==> src/hw/rtl/assert_macros.svh <==
// Assertion helpers for the RTL.
// Each macro takes a label, a clock, an active-low reset, a trigger and a consequence.
`ifndef ASSERT_MACROS_SVH
`define ASSERT_MACROS_SVH

// Consequence holds in the same cycle as the trigger.
`define ASSERT_SAME(label, clk, rst_n, trig, cons) \
	label: assert property (@(posedge clk) disable iff (!(rst_n)) (trig) |-> (cons)) \
		else $error("assertion failed");

// Consequence holds in the cycle after the trigger.
`define ASSERT_NEXT(label, clk, rst_n, trig, cons) \
	label: assert property (@(posedge clk) disable iff (!(rst_n)) (trig) |=> (cons)) \
		else $error("assertion failed");

`endif

==> src/hw/rtl/lcc_ram.sv <==
// ----------------------------------------------------------------------------
// lcc_ram
// Generic single-clock RAM, one write and one read port, registered read.
// A read of the address being written returns the old contents.
// ----------------------------------------------------------------------------
module lcc_ram #(
	parameter int WIDTH = 8,
	parameter int DEPTH = 16
) (
	input  logic                     clk,
	input  logic                     we,
	input  logic [$clog2(DEPTH)-1:0] waddr,
	input  logic [WIDTH-1:0]         wdata,
	input  logic                     re,
	input  logic [$clog2(DEPTH)-1:0] raddr,
	output logic [WIDTH-1:0]         rdata
);

	logic [WIDTH-1:0] mem_q [DEPTH];

	always_ff @(posedge clk) begin
		if (we) begin
			mem_q[waddr] <= wdata;
		end
		if (re) begin
			rdata <= mem_q[raddr];
		end
	end

endmodule

==> config.mk <==
export PLATFORM = sky130hd
export DESIGN_NAME = lcc_ram
export DESIGN_NICKNAME = d
export VERILOG_FILES = /design/src/hw/rtl/assert_macros.svh /design/src/hw/rtl/lcc_ram.sv
export SDC_FILE = /design/constraint.sdc
export NUM_CORES = 1
export LEC_CHECK = 0
export BUFFER_PORTS_ARGS = -buffer_cell sky130_fd_sc_hd__buf_2
export CAP_MARGIN = 15
export CORE_MARGIN = 2
export CORE_UTILIZATION = 40
export DETAILED_ROUTE_END_ITERATION = 8
export GPL_TIMING_DRIVEN = 0
export PLACE_DENSITY = 0.6
export SYNTH_ARGS = -nofsm -noshare
export SYNTH_HDL_FRONTEND = slang
export SYNTH_SLANG_ARGS = --single-unit
==> constraint.sdc <==
create_clock -name clk -period 2.2 [get_ports clk]
set_input_delay 0.66 -clock clk [delete_from_list [all_inputs] [get_ports clk]]
set_output_delay 0.66 -clock clk [all_outputs]
set_load 0.005 [all_outputs]
==> results.sh, run 1 <==
export IMPL_outcome="finished, final reports clean"
export IMPL_synth_edff_count=136
export IMPL_dr_pass1_iters=5
export IMPL_cts_root_buffer="clkbuf_16"
export IMPL_start_kind="primary input"
export IMPL_fillers=1017
export IMPL_die_area_sq_um=14000
export IMPL_n_antenna_cell=0
export IMPL_required_ns=2.23
export IMPL_postCtsSetupBuffers=0
export IMPL_portBuffers=25
export IMPL_rows=41
export IMPL_fin_setup_tns_ns=0
export IMPL_drive_above_1_share_pct=30.7
export IMPL_syn_num_nets=248
export IMPL_leakagePower_nw=2.10
export IMPL_tightest_slew_ns=0.834
export IMPL_hold_viol_final=0
export IMPL_skew_ns=0.00750
export IMPL_globalplace_congestion=0.726
export IMPL_io_pins=27
export IMPL_power_density_nw_per_um2=1030
export IMPL_coreArea_sq_um=12700
export IMPL_die_y_um=118
export IMPL_fin_crit_sh_pct=87.9
export IMPL_antenna_left=0
export IMPL_crit_type="in2reg"
export IMPL_antenna_found_initial=0
export IMPL_clk_transition_reported_paths_ns=0.06
export IMPL_place_hpwl_mm=6.27
export IMPL_place_inst=430
export IMPL_fin_nets=296
export IMPL_gr_total_overflow=0
export IMPL_drv_cap=0
export IMPL_drc=0
export IMPL_placed_cell_area_sq_um=5590
export IMPL_dr_total_vias=2380
export IMPL_synthCells=229
export IMPL_die_w_um=118
export IMPL_numCtsBuffers=17
export IMPL_ys_seq_elements=136
export IMPL_finalSetupViolCount=0
export IMPL_cp_arrival_ns=1.97
export IMPL_ctsHoldBuffers=0
export IMPL_peakVddDrop_mv=0.486
export IMPL_power_mw=6.45
export IMPL_slew_headroom_pct=44.2
export IMPL_yosysWarningCount=0
export IMPL_grtUsageTotal_pct=15.1
export IMPL_hold_class="in2reg"
export IMPL_ys_types=18
export IMPL_cp_max_fo=8
export IMPL_final_cell_area_sq_um=6270
export IMPL_yosysSeqAreaShare_pct=78.1
export IMPL_fin_crit_ns=1.93
export IMPL_fmax_ghz=0.517
export IMPL_grt_pass1_vias=2431
export IMPL_area_growth_pct=20.0
export IMPL_vias_per_cell=5.15
export IMPL_start_util_pct=41.3
export IMPL_avgSynthCellArea_sq_um=22.8
export IMPL_final_cells=462
export IMPL_drt_iter0_drc=154
export IMPL_ctsHtreeMaxLevel=4
export IMPL_clock_latency_ns=0.41
export IMPL_ys_flop_type="edfxtp_1"
export IMPL_cts_buffer_depth=2
export IMPL_wire_per_inst_um=21.1
export IMPL_wl_mm=9.75
export IMPL_grt_max_degree=17
export IMPL_cts_repair_resized=0
export IMPL_cts_sinks=136
export IMPL_rsz0062_at_grt="no"
export IMPL_grt_pass1_wl_mm=14.6
export IMPL_synth_area_sq_um=5230
export IMPL_cts_tree="yes"
export IMPL_async_flop_share_pct=0
export IMPL_drv_slew=0
export IMPL_end_kind="flop"
[power breakdown]
group	switching (mW)	internal, mW	total (mW)
registers	0.0110	2.92	2.93
clock network	1.01	2.23	3.24
logic	0.160	0.113	0.273
total	1.18	5.26	6.45
[layout by cell type, fill, tap and decap left out, types with 2 or more instances in the layout]
cell	instances
edfxtp_1	136
buf_4	3
nand2_1	9
a22oi_1	16
clkinv_2	4
nor2_1	13
mux4_2	18
buf_2	30
nor3_1	4
buf_6	3
clkdlybuf4s25_2	3
mux4_1	14
nand3b_1	2
clkinvlp_4	3
nand2b_1	2
bufinv_16	7
clkbuf_16	17
[logic make-up after synthesis]
kind of cell    count (synthesis)  synth area share [%]
compound gates                 16                  2.30
buf+inv                        10                  1.65
flops                         136                  78.1
mux                            32                  14.8
simple gates                   35                  3.14
[metrics by stage]
step / worst slack, ns / hold slack (ns) / util [%]
after global placement: -0.543 / 0.734 / 43.9
after CTS: 0.256 / 0.592 / 49.5
after floorplan: 0.0471 / 0.705 / -
after global routing: 0.186 / 0.598 / 49.5
after detailed placement: -0.169 / 0.746 / 44.1
final: 0.265 / 0.602 / 49.5
[per-layer routing]
metal,routed length (um),track usage (%)
met1,4330,20.1
met2,4780,23.6
met3,514,4.05
met4,125,6.55
met5,0,0
[state kept, by name, indices dropped and copies added (netlist names)]
name and count:
mem_q 128, rdata 8
[cells in the mapped netlist (2+ instances only)]
master           number  area (sq um)
mux4_1               14           368
mux4_2               18           405
buf_6                 3          33.8
nor3_1                4          20.0
nand2_1               9          33.8
buf_2                 3          15.0
nand2b_1              2          12.5
nand3b_1              2          15.0
clkdlybuf4s25_2       3          30.0
a22oi_1              16           120
edfxtp_1            136          4080
nor2_1               13          48.8
[worst max-delay path: stages]
cell and delay, ns:
buf_2 0.11, or3b_2 0.53, nor2_1 0.66
[worst paths after layout]
path,startpoint,endpoint,slack (ns),depth (start not counted)
setup / recovery,waddr[2],mem_q[2][4],0.27,3
hold / removal,re,rdata[5],0.60,1
setup reg to reg,mem_q[5][0],rdata[0],0.58,3
hold reg to reg,mem_q[8][4],rdata[4],0.76,3
[final cells by class]
cell class	instances	area, sq um	share of cell area (%)
plain buffers	10	86.3	1.38
repair buffers	29	150	2.39
well taps	172	215	3.43
flip-flops and latches	136	4080	65.1
clock inverters	14	253	4.03
clock buffers	18	429	6.84
multi-input cells	83	1060	16.8
(Power assumes the default switching activity.)
==> run 2: changes to the inputs <==
- CELL_PAD_IN_SITES_DETAIL_PLACEMENT: not set -> 1
- CELL_PAD_IN_SITES_GLOBAL_PLACEMENT: not set -> 2
- PLACE_DENSITY: 0.6 -> 0.73
==> run 2 against run 1 <==
Against the previous run: core utilization down 0.73 points; via count is 2.7% higher; routed wire length grew 8.1%; critical path depth is 1 higher.
==> results.sh, run 2 (same netlist as run 1, synthesis figures left out) <==
export IMPL_largest_reg_flops=128
export IMPL_wire_per_inst_um=22.9
export IMPL_dr_total_vias=2444
export IMPL_p_int_mw=4.79
export IMPL_cts_sinks=136
export IMPL_grt_pass1_vias=2501
export IMPL_wl_mm=10.5
export IMPL_combPwrFrac_pct=4.6
export IMPL_antenna_found_initial=0
export IMPL_dr_pass1_iters=4
export IMPL_drv_cap=0
export IMPL_power_frac_clock_pct=46.5
export IMPL_gr_total_overflow=0
export IMPL_skew_ns=0.00781
export IMPL_rrSetupSlack_ns=0.56
export IMPL_ctsHoldBuffers=0
export IMPL_drc=0
export IMPL_power_density_nw_per_um2=970
export IMPL_rows=41
export IMPL_fin_crit_ns=2.08
export IMPL_cp_max_fo=5
export IMPL_peakVddDrop_mv=0.473
export IMPL_multi_input_area_sq_um=1060
export IMPL_dp_slack_ns=-0.328
export IMPL_vias_per_cell=5.30
export IMPL_drt_iter0_drc=137
export IMPL_io_pins=27
export IMPL_start_util_pct=41.3
export IMPL_numCtsBuffers=17
export IMPL_cp_slowest_cell="nor3_1"
export IMPL_grt_pass1_wl_mm=15.8
export IMPL_final_common_cell="edfxtp_1"
export IMPL_tightest_slew_ns=0.890
export IMPL_switching_share_pct=20.1
export IMPL_fmax_ghz=0.481
export IMPL_slew_headroom_pct=40.4
export IMPL_crit_path_max_incr_delay_ns=0.63
export IMPL_hold_class="in2reg"
export IMPL_r2r_start="mem_q[1][0]"
export IMPL_grt_max_degree=17
export IMPL_place_hpwl_mm=6.78
export IMPL_crit_buf_inv=2
export IMPL_portBuffers=25
export IMPL_end_kind="flop"
export IMPL_layout_common_cells="edfxtp_1, buf_2, mux4_2"
export IMPL_leakagePower_nw=2.05
export IMPL_clk_transition_reported_paths_ns=0.06
export IMPL_die_area_sq_um=14000
export IMPL_globalplace_congestion=0.748
export IMPL_holdCritStartpoint="re"
export IMPL_drv_slew=0
export IMPL_finalSetupViolCount=0
export IMPL_outcome="finished, final reports clean"
export IMPL_clock_latency_ns=0.42
export IMPL_postCtsSetupBuffers=0
export IMPL_die_y_um=118
export IMPL_cts_repair_resized=0
export IMPL_n_antenna_cell=0
export IMPL_area_sequential_sq_um=4080
export IMPL_critPathLaunch="waddr[2]"
export IMPL_start_kind="primary input"
export IMPL_die_w_um=118
export IMPL_fin_crit_sh_pct=94.5
export IMPL_fillers=1151
export IMPL_cp_arrival_ns=2.20
export IMPL_p_sw_mw=1.21
export IMPL_cts_root_buffer="clkbuf_16"
export IMPL_postLayoutCoreUtil_pct=48.8
export IMPL_fin_nets=296
export IMPL_crit_family="simple AND/OR/NAND/NOR gates"
export IMPL_area_growth_pct=18.3
export IMPL_cts_tree="yes"
export IMPL_required_ns=2.33
export IMPL_pwr_share_seq_pct=48.9
export IMPL_crit_chain="buf_2 > or3b_2 > nor3_1 > buf_4"
export IMPL_top_regs="mem_q: 128 flops, rdata: 8 flops"
export IMPL_coreArea_sq_um=12700
export IMPL_crit_type="in2reg"
export IMPL_rsz0062_at_grt="no"
export IMPL_ctsHtreeMaxLevel=4
export IMPL_grtUsageTotal_pct=16.3
export IMPL_fin_ws_ns=0.121
export IMPL_hold_viol_final=0
export IMPL_antenna_left=0
export IMPL_cts_buffer_depth=2
export IMPL_top_register="mem_q"
export IMPL_drive_above_1_share_pct=30.1
==> run 2: cell count changes in the layout (fill, tap and decap cells not counted), moves of 2 or more <==
cell        before  now
bufinv_16        7    3
buf_2           30   28
clkinv_1         0    2
buf_4            3    5
clkinvlp_4       3    5
==> run 2: final cells by class <==
class,instances,share of cell area (%)
clock buffer,17,6.88
tap,172,3.48
clock inverter,14,2.57
multi-input combinational,83,17.1
timing repair buffer,29,2.51
buffer,10,1.40
sequential,136,66.1
==> run 2: per-layer routing <==
metal | share of wire (%) | track usage, %
met1 | 44 | 21.0
met2 | 49 | 25.5
met3 | 5.1 | 4.73
met4 | 2.4 | 8.06
met5 | 0 | 0
==> run 2: worst paths after layout <==
kind,cells after the start,to
min reg2reg,3,rdata[2]
max,4,mem_q[0][2]
min,1,rdata[5]
max reg2reg,3,rdata[0]
==> run 2: per-stage QoR <==
stage                     cells  hold slack (ns)  TNS [ns]  instance area [sq um]  total power, mW
after floorplan             229            0.705         0                   5230             3.13
after global placement      426            0.741    -12.18                   5570             3.25
after detailed placement    430            0.751     -7.06                   5600             3.27
after CTS                   461            0.581         0                   6180             6.04
after global routing        461            0.587         0                   6180             6.16
final                       461            0.589         0                   6180             6.00
==> run 2: power by group through the flow <==
stage / clock (mW) / sequential (mW) / combinational [mW]
floorplan: 0 / 2.99 / 0.147
global placement: 0 / 2.98 / 0.272
detailed placement: 0 / 2.99 / 0.281
CTS: 2.82 / 2.93 / 0.283
global route: 2.92 / 2.94 / 0.300
finish: 2.79 / 2.93 / 0.277
==> run 3: changes to the inputs <==
- CORE_ASPECT_RATIO: not set -> 1.75
- PLACE_DENSITY: 0.73 -> 0.7
- clock period: 2.2 -> 2.1 ns (I/O delays scaled with it)
==> run 3 against run 2 <==
Against the previous run: cell count fell by 0.65%; sequential power is 5% higher; register-to-register slack got worse by 0.04 ns; via count is 1.1% lower; sequential cell count unchanged; routed wire length up 5.7%; core utilization down 1.3 points; global-route usage is 1.0 points higher; die area increased by 0.25%; first-iteration DRC count up 34%.
==> results.sh, run 3 (same netlist as run 1, synthesis figures left out) <==
export IMPL_drt_iter0_drc=183
export IMPL_postLayoutCoreUtil_pct=47.5
export IMPL_cts_sinks=136
export IMPL_fin_nets=294
export IMPL_fin_crit_sh_pct=89.6
export IMPL_grt_pass1_wl_mm=16.7
export IMPL_slew_headroom_pct=35.9
export IMPL_vias_per_cell=5.28
export IMPL_fin_setup_tns_ns=0
export IMPL_final_common_cell="edfxtp_1"
export IMPL_postCtsSetupBuffers=0
export IMPL_die_area_sq_um=14000
export IMPL_top_register="mem_q"
export IMPL_grtUsageTotal_pct=17.4
export IMPL_dr_pass1_iters=4
export IMPL_rows=55
export IMPL_clk_transition_reported_paths_ns=0.06
export IMPL_cts_tree="yes"
export IMPL_layout_common_cells="edfxtp_1, buf_2, mux4_2"
export IMPL_cp_arrival_ns=1.92
export IMPL_grt_max_degree=17
export IMPL_dr_total_vias=2417
export IMPL_antenna_found_initial=0
export IMPL_power_density_nw_per_um2=983
export IMPL_die_w_um=90.4
export IMPL_crit_type="in2reg"
export IMPL_area_growth_pct=16.9
export IMPL_place_hpwl_mm=7.29
export IMPL_fin_crit_ns=1.88
export IMPL_gr_total_overflow=0
export IMPL_hold_class="in2reg"
export IMPL_drive_above_1_share_pct=28.2
export IMPL_portBuffers=25
export IMPL_peakVddDrop_mv=0.824
export IMPL_wire_per_inst_um=24.3
export IMPL_outcome="finished, final reports clean"
export IMPL_cts_repair_resized=0
export IMPL_fillers=1196
export IMPL_holdWs_ns=0.550
export IMPL_power_mw=6.00
export IMPL_start_kind="primary input"
export IMPL_globalplace_congestion=0.729
export IMPL_fmax_ghz=0.532
export IMPL_coreArea_sq_um=12900
export IMPL_cts_root_buffer="clkbuf_16"
export IMPL_largest_reg_flops=128
export IMPL_skew_ns=0.0122
export IMPL_top_regs="mem_q: 128 flops, rdata: 8 flops"
export IMPL_wl_mm=11.1
export IMPL_start_util_pct=40.6
export IMPL_drc=0
export IMPL_leakagePower_nw=2.02
export IMPL_numCtsBuffers=17
export IMPL_cts_buffer_depth=2
export IMPL_tightest_slew_ns=0.954
export IMPL_die_y_um=155
export IMPL_grt_pass1_vias=2613
export IMPL_rsz0062_at_grt="no"
export IMPL_antenna_left=0
export IMPL_drv_cap=0
export IMPL_finalSetupViolCount=0
export IMPL_hold_viol_final=0
export IMPL_drv_slew=0
export IMPL_required_ns=2.14
export IMPL_cp_max_fo=8
export IMPL_end_kind="flop"
export IMPL_clock_latency_ns=0.42
export IMPL_n_antenna_cell=0
export IMPL_ctsHoldBuffers=0
export IMPL_io_pins=27
export IMPL_ctsHtreeMaxLevel=4
run 3: changes by cell type in the layout (fill, tap and decap cells not counted), sizes merged:
cell | previous run | this run
clkinv | 6 | 9
clkinvlp | 5 | 1
bufinv | 3 | 1
clkbuf | 17 | 20
buf | 36 | 34
run 3: critical path: stages:
cell and delay [ns]:
buf_2 0.11, or3b_2 0.52, nor2_1 0.66
run 3: path summary, 6_finish.rpt:
kind,startpoint,endpoint,slack (ns),cells past startpoint
hold / removal,re,rdata[3],0.55,1
setup / recovery,waddr[2],mem_q[2][7],0.22,3
setup reg to reg,mem_q[1][0],rdata[0],0.52,3
hold reg to reg,mem_q[14][3],rdata[3],0.76,3
run 3: metrics by stage:
stage	instance area, sq um	setup WS [ns]	cells
floorplan	5230	0.188	229
global placement	5570	-0.497	425
detailed placement	5590	-0.225	427
CTS	6110	0.201	458
global route	6110	0.144	458
finish	6110	0.219	458
run 3: final cells by class:
| cell class | count | area, sq um | share of cell area (%) |
|---|---|---|---|
| flip-flops and latches | 136 | 4080 | 66.8 |
| multi-input cells | 83 | 1070 | 17.5 |
| clock buffers | 20 | 437 | 7.15 |
| well taps | 171 | 214 | 3.50 |
| repair buffers | 27 | 138 | 2.25 |
| plain buffers | 10 | 86.3 | 1.41 |
| clock inverters | 11 | 83.8 | 1.37 |
run 3: power by group:
part           switching (mW)  leakage (nW)  internal [mW]  total (mW)
Combinational           0.177         0.531          0.119       0.296
Clock                    1.04         0.251           1.59        2.63
Sequential             0.0139          1.24           3.06        3.07
Total                    1.23          2.02           4.77        6.00
run 3: per-layer routing:
metal,GRT usage (%),vias up,share of wire [%]
met2,31.0,63,56
met5,0,-,0
met1,19.7,1267,38
met4,7.18,0,2.2
li1,-,1073,-
met3,4.60,14,3.4
